`config.mk`:
```
export PLATFORM = sky130hd
export DESIGN_NAME = sfpp_ctrl
export DESIGN_NICKNAME = d
export VERILOG_FILES = /design/src/rtl/sfpp_pkg.sv /design/src/rtl/sfpp_ctrl.sv
export SDC_FILE = /design/constraint.sdc
export NUM_CORES = 1
export LEC_CHECK = 0
export ABC_AREA = 0
export BUFFER_PORTS_ARGS = -buffer_cell sky130_fd_sc_hd__buf_4
export CAP_MARGIN = 0
export CORE_ASPECT_RATIO = 0.9
export CORE_MARGIN = 1
export CORE_UTILIZATION = 42
export DETAILED_ROUTE_END_ITERATION = 16
export PLACE_DENSITY_LB_ADDON = 0.08
export RECOVER_POWER = 100
export SYNTH_ARGS = -nofsm -noshare
export SYNTH_HDL_FRONTEND = slang
export SYNTH_SLANG_ARGS = --single-unit
```
`constraint.sdc`:
```
create_clock -name clk -period 12.54 [get_ports clk]
set_input_delay 1.881 -clock clk [delete_from_list [all_inputs] [get_ports clk]]
set_output_delay 1.881 -clock clk [all_outputs]
set_load 0.05 [all_outputs]
```
`src/rtl/sfpp_pkg.sv`:
```
// ----------------------------------------------------------------------------
// sfpp_pkg
// Shared sizes, codes, beat types and helpers of the sharded free page pool.
// ----------------------------------------------------------------------------
package sfpp_pkg;

	localparam int SUB_LISTS = 8;
	localparam int SUB_DEPTH = 1024;
	localparam int PAGE_BITS = 16;

	localparam int LIST_W    = (SUB_LISTS > 1) ? $clog2(SUB_LISTS) : 1;
	localparam int SLOT_W    = $clog2(SUB_DEPTH);
	localparam int CNT_W     = $clog2(SUB_DEPTH + 1);
	localparam int POOL_W    = $clog2(SUB_LISTS * SUB_DEPTH + 1);
	localparam int ADDR_W    = LIST_W + SLOT_W;
	localparam int MEM_DEPTH = SUB_LISTS * (1 << SLOT_W);

	localparam logic KIND_FREE  = 1'b0;
	localparam logic KIND_ALLOC = 1'b1;

	localparam logic [1:0] ST_DONE  = 2'd0;
	localparam logic [1:0] ST_EMPTY = 2'd1;
	localparam logic [1:0] ST_FULL  = 2'd2;

	typedef struct packed {
		logic        kind;
		logic [15:0] page;
	} item_t;

	typedef struct packed {
		logic [1:0]  status;
		logic [15:0] page_out;
		logic [13:0] total_free;
	} result_t;

	typedef struct packed {
		logic                 en;
		logic                 we;
		logic [ADDR_W-1:0]    addr;
		logic [PAGE_BITS-1:0] wdata;
	} mem_req_t;

	typedef struct packed {
		logic              valid;
		logic [1:0]        status;
		logic              from_mem;
		logic [POOL_W-1:0] total;
	} ctrl_res_t;

	function automatic logic [PAGE_BITS-1:0] page_to_store(input logic [15:0] p);
		logic [PAGE_BITS+15:0] wide;
		wide = {{PAGE_BITS{1'b0}}, p};
		return wide[PAGE_BITS-1:0];
	endfunction

	function automatic logic [15:0] store_to_page(input logic [PAGE_BITS-1:0] s);
		logic [PAGE_BITS+15:0] wide;
		wide = {16'b0, s};
		return wide[15:0];
	endfunction

	function automatic logic [13:0] pool_to_total(input logic [POOL_W-1:0] c);
		logic [POOL_W+13:0] wide;
		wide = {14'b0, c};
		return wide[13:0];
	endfunction

endpackage

```
`src/rtl/sfpp_ctrl.sv`:
```
// ----------------------------------------------------------------------------
// sfpp_ctrl
// Sub-list bookkeeping: round-robin pointers, per-list head, tail and count,
// rotating non-empty scan and page store access requests.
// ----------------------------------------------------------------------------
module sfpp_ctrl
	import sfpp_pkg::*;
(
	input  logic      clk,
	input  logic      arst_n,
	input  logic      accept,
	input  item_t     item,
	output mem_req_t  mem_req,
	output ctrl_res_t res
);

	logic [SLOT_W-1:0] head_q [SUB_LISTS];
	logic [SLOT_W-1:0] tail_q [SUB_LISTS];
	logic [CNT_W-1:0]  cnt_q  [SUB_LISTS];
	logic [LIST_W-1:0] push_q;
	logic [LIST_W-1:0] pop_q;
	logic [POOL_W-1:0] pool_q;

	logic [1:0]        status_s1;
	logic              valid_s1;
	logic              from_mem_s1;
	logic [POOL_W-1:0] total_s1;

	logic [LIST_W-1:0] sel;
	logic [LIST_W:0]   cand;
	logic              full;
	logic              pool_empty;

	function automatic logic [SLOT_W-1:0] next_slot(input logic [SLOT_W-1:0] s);
		return (s == SLOT_W'(SUB_DEPTH - 1)) ? '0 : s + 1'b1;
	endfunction

	function automatic logic [LIST_W-1:0] next_list(input logic [LIST_W-1:0] l);
		return (l == LIST_W'(SUB_LISTS - 1)) ? '0 : l + 1'b1;
	endfunction

	// rotating priority encoder: first non-empty list at or after pop_q
	always_comb begin
		sel  = pop_q;
		cand = '0;
		for (int k = SUB_LISTS - 1; k >= 0; k--) begin
			cand = {1'b0, pop_q} + (LIST_W + 1)'(k);
			if (cand >= (LIST_W + 1)'(SUB_LISTS)) begin
				cand = cand - (LIST_W + 1)'(SUB_LISTS);
			end
			if (cnt_q[cand[LIST_W-1:0]] != '0) begin
				sel = cand[LIST_W-1:0];
			end
		end
	end

	assign full       = (cnt_q[push_q] == CNT_W'(SUB_DEPTH));
	assign pool_empty = (pool_q == '0);

	always_comb begin
		mem_req       = '0;
		mem_req.wdata = page_to_store(item.page);
		if (item.kind == KIND_FREE) begin
			mem_req.addr = {push_q, tail_q[push_q]};
			mem_req.en   = accept && !full;
			mem_req.we   = 1'b1;
		end else begin
			mem_req.addr = {sel, head_q[sel]};
			mem_req.en   = accept && !pool_empty;
			mem_req.we   = 1'b0;
		end
	end

	always_ff @(posedge clk or negedge arst_n) begin
		if (!arst_n) begin
			for (int i = 0; i < SUB_LISTS; i++) begin
				head_q[i] <= '0;
				tail_q[i] <= '0;
				cnt_q[i]  <= '0;
			end
			push_q      <= '0;
			pop_q       <= '0;
			pool_q      <= '0;
			valid_s1    <= 1'b0;
			status_s1   <= ST_DONE;
			from_mem_s1 <= 1'b0;
			total_s1    <= '0;
		end else begin
			valid_s1    <= accept;
			from_mem_s1 <= 1'b0;
			if (accept) begin
				if (item.kind == KIND_FREE) begin
					// pointer moves on even when the push is dropped
					push_q <= next_list(push_q);
					if (full) begin
						status_s1 <= ST_FULL;
						total_s1  <= pool_q;
					end else begin
						tail_q[push_q] <= next_slot(tail_q[push_q]);
						cnt_q[push_q]  <= cnt_q[push_q] + 1'b1;
						pool_q         <= pool_q + 1'b1;
						status_s1      <= ST_DONE;
						total_s1       <= pool_q + 1'b1;
					end
				end else begin
					if (pool_empty) begin
						status_s1 <= ST_EMPTY;
						total_s1  <= pool_q;
					end else begin
						pop_q        <= next_list(sel);
						head_q[sel]  <= next_slot(head_q[sel]);
						cnt_q[sel]   <= cnt_q[sel] - 1'b1;
						pool_q       <= pool_q - 1'b1;
						status_s1    <= ST_DONE;
						from_mem_s1  <= 1'b1;
						total_s1     <= pool_q - 1'b1;
					end
				end
			end
		end
	end

	always_comb begin
		res.valid    = valid_s1;
		res.status   = status_s1;
		res.from_mem = from_mem_s1;
		res.total    = total_s1;
	end

endmodule

```
==> results of run 1 <==
==> registers in the layout, indices dropped and copies added, names as in the netlist <==
signal       count
from_mem_s1      1
pop_q            3
total_s1        14
tail_q          80
valid_s1         1
head_q          80
cnt_q           88
status_s1        2
push_q           3
==> kinds of logic (layout without fill, tap and decap cells) <==
logic type,after synthesis,count (layout),synth area share [%]
DFF,272,272,42.5
adders and majority gates,23,23,1.84
buffers and inverters,149,166,4.27
xor gates and xnor gates,47,47,2.99
AOI/OAI and AO/OA,510,510,22.4
muxes,125,125,8.75
and+or+nand+nor,602,602,17.3
==> final cells by class <==
cell class	count	area share, %
clock inverter	10	0.554
sequential	272	39.1
multi-input combinational	1307	48.6
tap	483	3.47
inverter	32	0.705
timing repair buffer	79	2.55
clock buffer	45	4.99
==> stage by stage <==
stage	area (sq um)	worst slack (ns)	std cells	hold WS (ns)
global route	17400	1.54	2228	0.498
global placement	16700	4.26	2173	0.456
finish	17400	2.03	2228	0.472
detailed placement	16700	4.10	2173	0.459
floorplan	16000	5.31	1728	0.440
CTS	17700	3.42	2228	0.473
==> worst max-delay path by stage <==
| stage | from | slack [ns] | end | depth (start not counted) |
|---|---|---|---|---|
| after floorplan | pop_q[1] | 5.31 | mem_req[20] | 19 |
| after global placement | pop_q[0] | 4.26 | mem_req[21] | 16 |
| after detailed placement | pop_q[0] | 4.10 | mem_req[21] | 16 |
| after CTS | pop_q[0] | 3.42 | mem_req[21] | 16 |
| after global routing | pop_q[0] | 1.54 | mem_req[20] | 15 |
| final | pop_q[0] | 2.03 | mem_req[21] | 15 |
==> critical path: stages (launching register included) <==
cell and delay (ns):
dfrtp_1 1.02, inv_1 0.40, ha_1 1.03, mux4_2 0.66, o41a_1 0.50, a21o_1 0.24, o211ai_2 0.28, or2_1 0.15
clkbuf_1 1.53, inv_4 0.57, mux2i_1 0.26, a22o_1 0.26, a211oi_1 0.41, inv_1 0.16, mux2i_1 0.23, buf_4 0.26
==> per-layer routing <==
layer	up-vias	GRT usage [%]	share of wire [%]
met3	169	7.84	9.1
li1	6411	-	-
met5	-	0	0
met4	0	12.7	4.2
met2	736	48.4	42
met1	7284	47.5	45
==> cell usage in the layout, fill, tap and decap left out, types with 6 or more instances in the layout <==
master and instances:
dfrtp_1 272, nand2_1 257, o21ai_0 148, nor2_1 136
a22oi_1 101, mux2_2 71, clkbuf_1 50, mux2i_1 49
nand3_1 42, buf_4 39, nor3_1 37, a21oi_1 35
o221ai_1 33, o22ai_1 31, a221o_1 31, clkbuf_16 31
inv_1 29, xnor2_1 28, o31ai_1 28, nand4_1 22
ha_1 22, nor4_1 20, xor2_1 18, and4_1 15
nand2b_1 14, a221oi_1 12, nor2b_1 8, or4_1 8
a21o_1 8, a211oi_1 7, or3_1 7, a31oi_1 7
clkinv_2 7, and3_1 6, o211ai_1 6
==> power by group through the flow <==
stage	logic [W]	registers, W	clock network (W)
after detailed placement	0.00352	0.00152	0
after CTS	0.00353	0.00152	0.000909
after global routing	0.00373	0.00156	0.000941
after floorplan	0.00243	0.00142	0
final	0.00350	0.00153	0.000894
after global placement	0.00352	0.00153	0
==> impl_metrics.json, run 1 <==
{
  "async_flop_share_pct": 100,
  "status": "finished, violations left",
  "avgViaCountPerCell": 6.55,
  "fin_nets": 1766,
  "grt_max_degree": 77,
  "slew_viol_final": 424,
  "tritoncts": "done",
  "yosysTopAreaCell": "dfrtp_1",
  "comb_power_share_pct": 59.0,
  "setup_violations": 0,
  "reg2regPathDepth": 16,
  "clkPwrFrac_pct": 15.1,
  "area_growth_pct": 8.50,
  "hp-class": "flop to flop",
  "max_freq_ghz": 0.0951,
  "hold_viol": 0,
  "ios": 69,
  "die_w_um": 208,
  "drc": 0,
  "synth_area_leaders": "dfrtp_1, nand2_1, mux2_2, a22oi_1, o21ai_0",
  "cap_viol_max_count": 8,
  "worstPathRequired_ns": 10.66,
  "ant_nets": 0,
  "initial_utilization_pct": 42.9,
  "clockBufferDepth": 3,
  "power.internal_w": 0.00271,
  "r2r-end": "head_q[37]",
  "grt_pass1_wl_mm": 96.4,
  "postCtsHoldBufs": 0,
  "ys_seq_area_share_pct": 42.5,
  "antenna_cells": 0,
  "synthFlopType": "dfrtp_1",
  "worstPathArrival_ns": 8.63,
  "grt_pass1_vias": 14100,
  "min_path_cells": 2,
  "synth_cell_type_count": 86,
  "place_congestion": 1.05,
  "yosysMostFrequentCell": "dfrtp_1",
  "cts_sinks": 272,
  "cts_root_buf": "clkbuf_16",
  "switchingPower_w": 0.00322,
  "synth_edf_count": 0,
  "whs_endpoint": "head_q[43]",
  "startpoint_type": "flop",
  "relSlewSlack_pct": -169,
  "rsz0062_at_grt": "no",
  "finClkSkew_ns": 0.0250,
  "worst_slew_pin_slew_ns": 4.04,
  "hpwl_mm": 44.7,
  "io_buffer_count": 36,
  "power_frac_seq_pct": 25.9,
  "fill_cells": 3690,
  "clkLatencyLatePin_ns": 0.61,
  "track_usage_pct": 33.2,
  "antenna_found_initial": 0,
  "power_w": 0.00593,
  "peakVddDrop_uv": 196,
  "cts-buffers-inserted": 31,
  "failed_checks": "capacitance limit, slew limit",
  "rows": 67,
  "syn_area_sq_um": 16000,
  "ys_warn_count": 0,
  "power.density_nw_per_um2": 341,
  "postCtsSetupRepairBufs": 0,
  "swShare_pct": 54.4,
  "crit_fanout": 36,
  "fin_setup_tns_ns": 0,
  "first_pass_iters": 7,
  "seqCellArea_sq_um": 6810,
  "syn-num-nets": 1771,
  "power_leakage_nw": 7.27,
  "routedWlPerCell_um": 29.1,
  "clk_pin_slew_ns": 0.06,
  "hold_path.startpoint": "head_q[43]",
  "die-area_sq_um": 39000,
  "cp-end-kind": "primary output",
  "cts_resized": 0,
  "final.min_clock_period_ns": 10.51,
  "drive_gt1_share_pct": 10.6,
  "regToRegStartpoint": "pop_q[0]",
  "synthCells": 1728,
  "final_util_pct": 46.5,
  "finalCritPeriodShare_pct": 83.8,
  "crit_type": "flop to primary output",
  "synth_area_per_cell_sq_um": 9.28,
  "r2r_slack_ns": 2.75,
  "die_height_um": 187,
  "vias": 14600,
  "grt_overflow": 0,
  "routed_wl_mm": 64.9,
  "netlist_top_cells_count": "dfrtp_1, nand2_1, nor2_1, o21ai_0, a22oi_1",
  "ys_ff_latch": 272,
  "drt_iter0_markers": 1905,
  "core-area_sq_um": 37400,
  "multiInputGateArea_sq_um": 8460,
  "h-tree-depth": 1,
  "yosys.area.top_type_share_pct": 42.5
}
No activity file was read; power rests on OpenSTA's default activity.
==> inputs of run 2 (changes only) <==
Clock period 12.54 ns to 9.3 ns, I/O delays scaled along.
==> run 2 against run 1 <==
Sequential cell count unchanged. Cell area up 0.55%. Wire length up 0.41%. Via count up 0.75%. Count of clock-buffer cells in the layout down 3. The flow still finishes with violations (capacitance limit, slew limit).
==> impl_metrics.json, run 2 (synthesis gave the netlist of run 1 again) <==
{
  "max_freq_ghz": 0.119,
  "worstPathRequired_ns": 9.73,
  "crit_fanout": 29,
  "grt_overflow": 0,
  "cap_viol_max_count": 2,
  "reg_top3": "cnt_q x88, head_q x80, tail_q x80",
  "worstPathArrival_ns": 8.86,
  "postCtsSetupRepairBufs": 0,
  "clockBufferDepth": 3,
  "clkLatencyLatePin_ns": 0.61,
  "routed_wl_mm": 65.2,
  "hp-class": "flop to flop",
  "fin_setup_tns_ns": 0,
  "finalCritPeriodShare_pct": 90.7,
  "crit_type": "flop to flop",
  "r2r-end": "cnt_q[76]",
  "die_height_um": 187,
  "postCtsHoldBufs": 0,
  "worst_slew_pin_slew_ns": 5.40,
  "rsz0062_at_grt": "no",
  "largest_reg_flops": 88,
  "cts_resized": 0,
  "antenna_found_initial": 0,
  "regToRegStartpoint": "pop_q[1]",
  "whs_ns": 0.475,
  "avgViaCountPerCell": 6.61,
  "cts_sinks": 272,
  "die-area_sq_um": 39000,
  "fin_nets": 1762,
  "first_pass_iters": 6,
  "startpoint_type": "flop",
  "cts_root_buf": "clkbuf_16",
  "initial_utilization_pct": 42.9,
  "r2r_slack_ns": 0.87,
  "slew_viol_final": 136,
  "setup_violations": 0,
  "crit_path_start": "pop_q[1]",
  "fill_cells": 3691,
  "mostFrequentLayoutCells": "dfrtp_1, nand2_1, o21ai_0",
  "cp-end-kind": "flop",
  "ant_nets": 0,
  "crit_path_end": "cnt_q[76]",
  "io_buffer_count": 36,
  "die_w_um": 208,
  "area_growth_pct": 9.09,
  "h-tree-depth": 1,
  "track_usage_pct": 32.9,
  "layout_commonest_cell": "dfrtp_1",
  "clk_pin_slew_ns": 0.06,
  "cts-buffers-inserted": 31,
  "status": "finished, violations left",
  "finClkSkew_ns": 0.0248,
  "drive_gt1_share_pct": 10.3,
  "grt_pass1_vias": 14200,
  "rows": 67,
  "final.min_clock_period_ns": 8.43,
  "tritoncts": "done",
  "relSlewSlack_pct": -260,
  "routedWlPerCell_um": 29.3,
  "grt_pass1_wl_mm": 95.9,
  "reg2regPathDepth": 16,
  "failed_checks": "capacitance limit, slew limit",
  "core-area_sq_um": 37400,
  "ios": 69,
  "place_congestion": 1.05,
  "drt_iter0_markers": 1662,
  "grt_max_degree": 180,
  "hpwl_mm": 44.1,
  "drc": 0,
  "max_flop_register": "cnt_q",
  "hold_viol": 0,
  "vias": 14700
}
==> run 2: cell count changes in the layout (fill, tap and decap cells not counted), sizes merged <==
cell	change
buf	-8
bufinv	+5
clkinv	-3
clkbuf	+1
diode	+2
clkinvlp	+1
==> run 2: how the worst min path moves through the flow <==
stage,endpoint,cells after the start,from,slack (ns)
floorplan,head_q[27],2,head_q[27],0.44
detailed placement,head_q[3],2,head_q[3],0.47
CTS,head_q[3],2,head_q[3],0.48
global route,head_q[17],2,head_q[17],0.50
global placement,head_q[3],2,head_q[3],0.45
finish,head_q[3],2,head_q[3],0.48
==> run 2: critical path, cell delays in order, from the launching register on <==
cell       delay (ns)
dfrtp_1          0.70
inv_1            0.25
ha_1             0.96
mux4_2           0.65
o21ai_0          0.18
a31oi_1          0.09
o32ai_1          0.69
nor2_2           0.12
inv_1            0.56
clkbuf_1         0.92
nand2_1          0.64
nor3_1           0.36
a2111oi_0        0.20
nor3b_1          0.57
nand4_1          0.28
xnor2_1          0.80
o221ai_1         0.26
==> run 2: stage by stage <==
| stage | setup WS [ns] | area, sq um | util (%) | instances |
|---|---|---|---|---|
| global route | 0.538 | 17500 | 46.8 | 2224 |
| CTS | 1.54 | 17800 | 47.6 | 2224 |
| floorplan | 2.56 | 16000 | - | 1728 |
| detailed placement | 2.18 | 16700 | 44.7 | 2169 |
| global placement | 2.28 | 16700 | 44.7 | 2169 |
| finish | 0.868 | 17500 | 46.8 | 2226 |
==> run 2: cell type report <==
class                   instances  area [sq um]  area share (%)
well taps                     483           604            3.45
repair buffers                 75           423            2.42
diodes                          2          5.00          0.0286
clock buffers                  42           867            4.96
inverters                      32           123           0.701
flip-flops and latches        272          6810            38.9
clock inverters                13           236            1.35
multi-input cells            1307          8430            48.2
==> run 2: per-layer routing <==
metal,vias up,track usage [%],share of wire (%),wire length [um]
met1,7269,46.0,43,28200
li1,6402,-,-,-
met5,-,0.369,0,0
met3,194,8.19,10,6630
met4,0,13.8,4.5,2960
met2,844,48.4,42,27400
Power of run 2 is left out: the tool's default activity adds up to more than one toggle a clock period on the data nets, which glitch-free logic cannot reach.
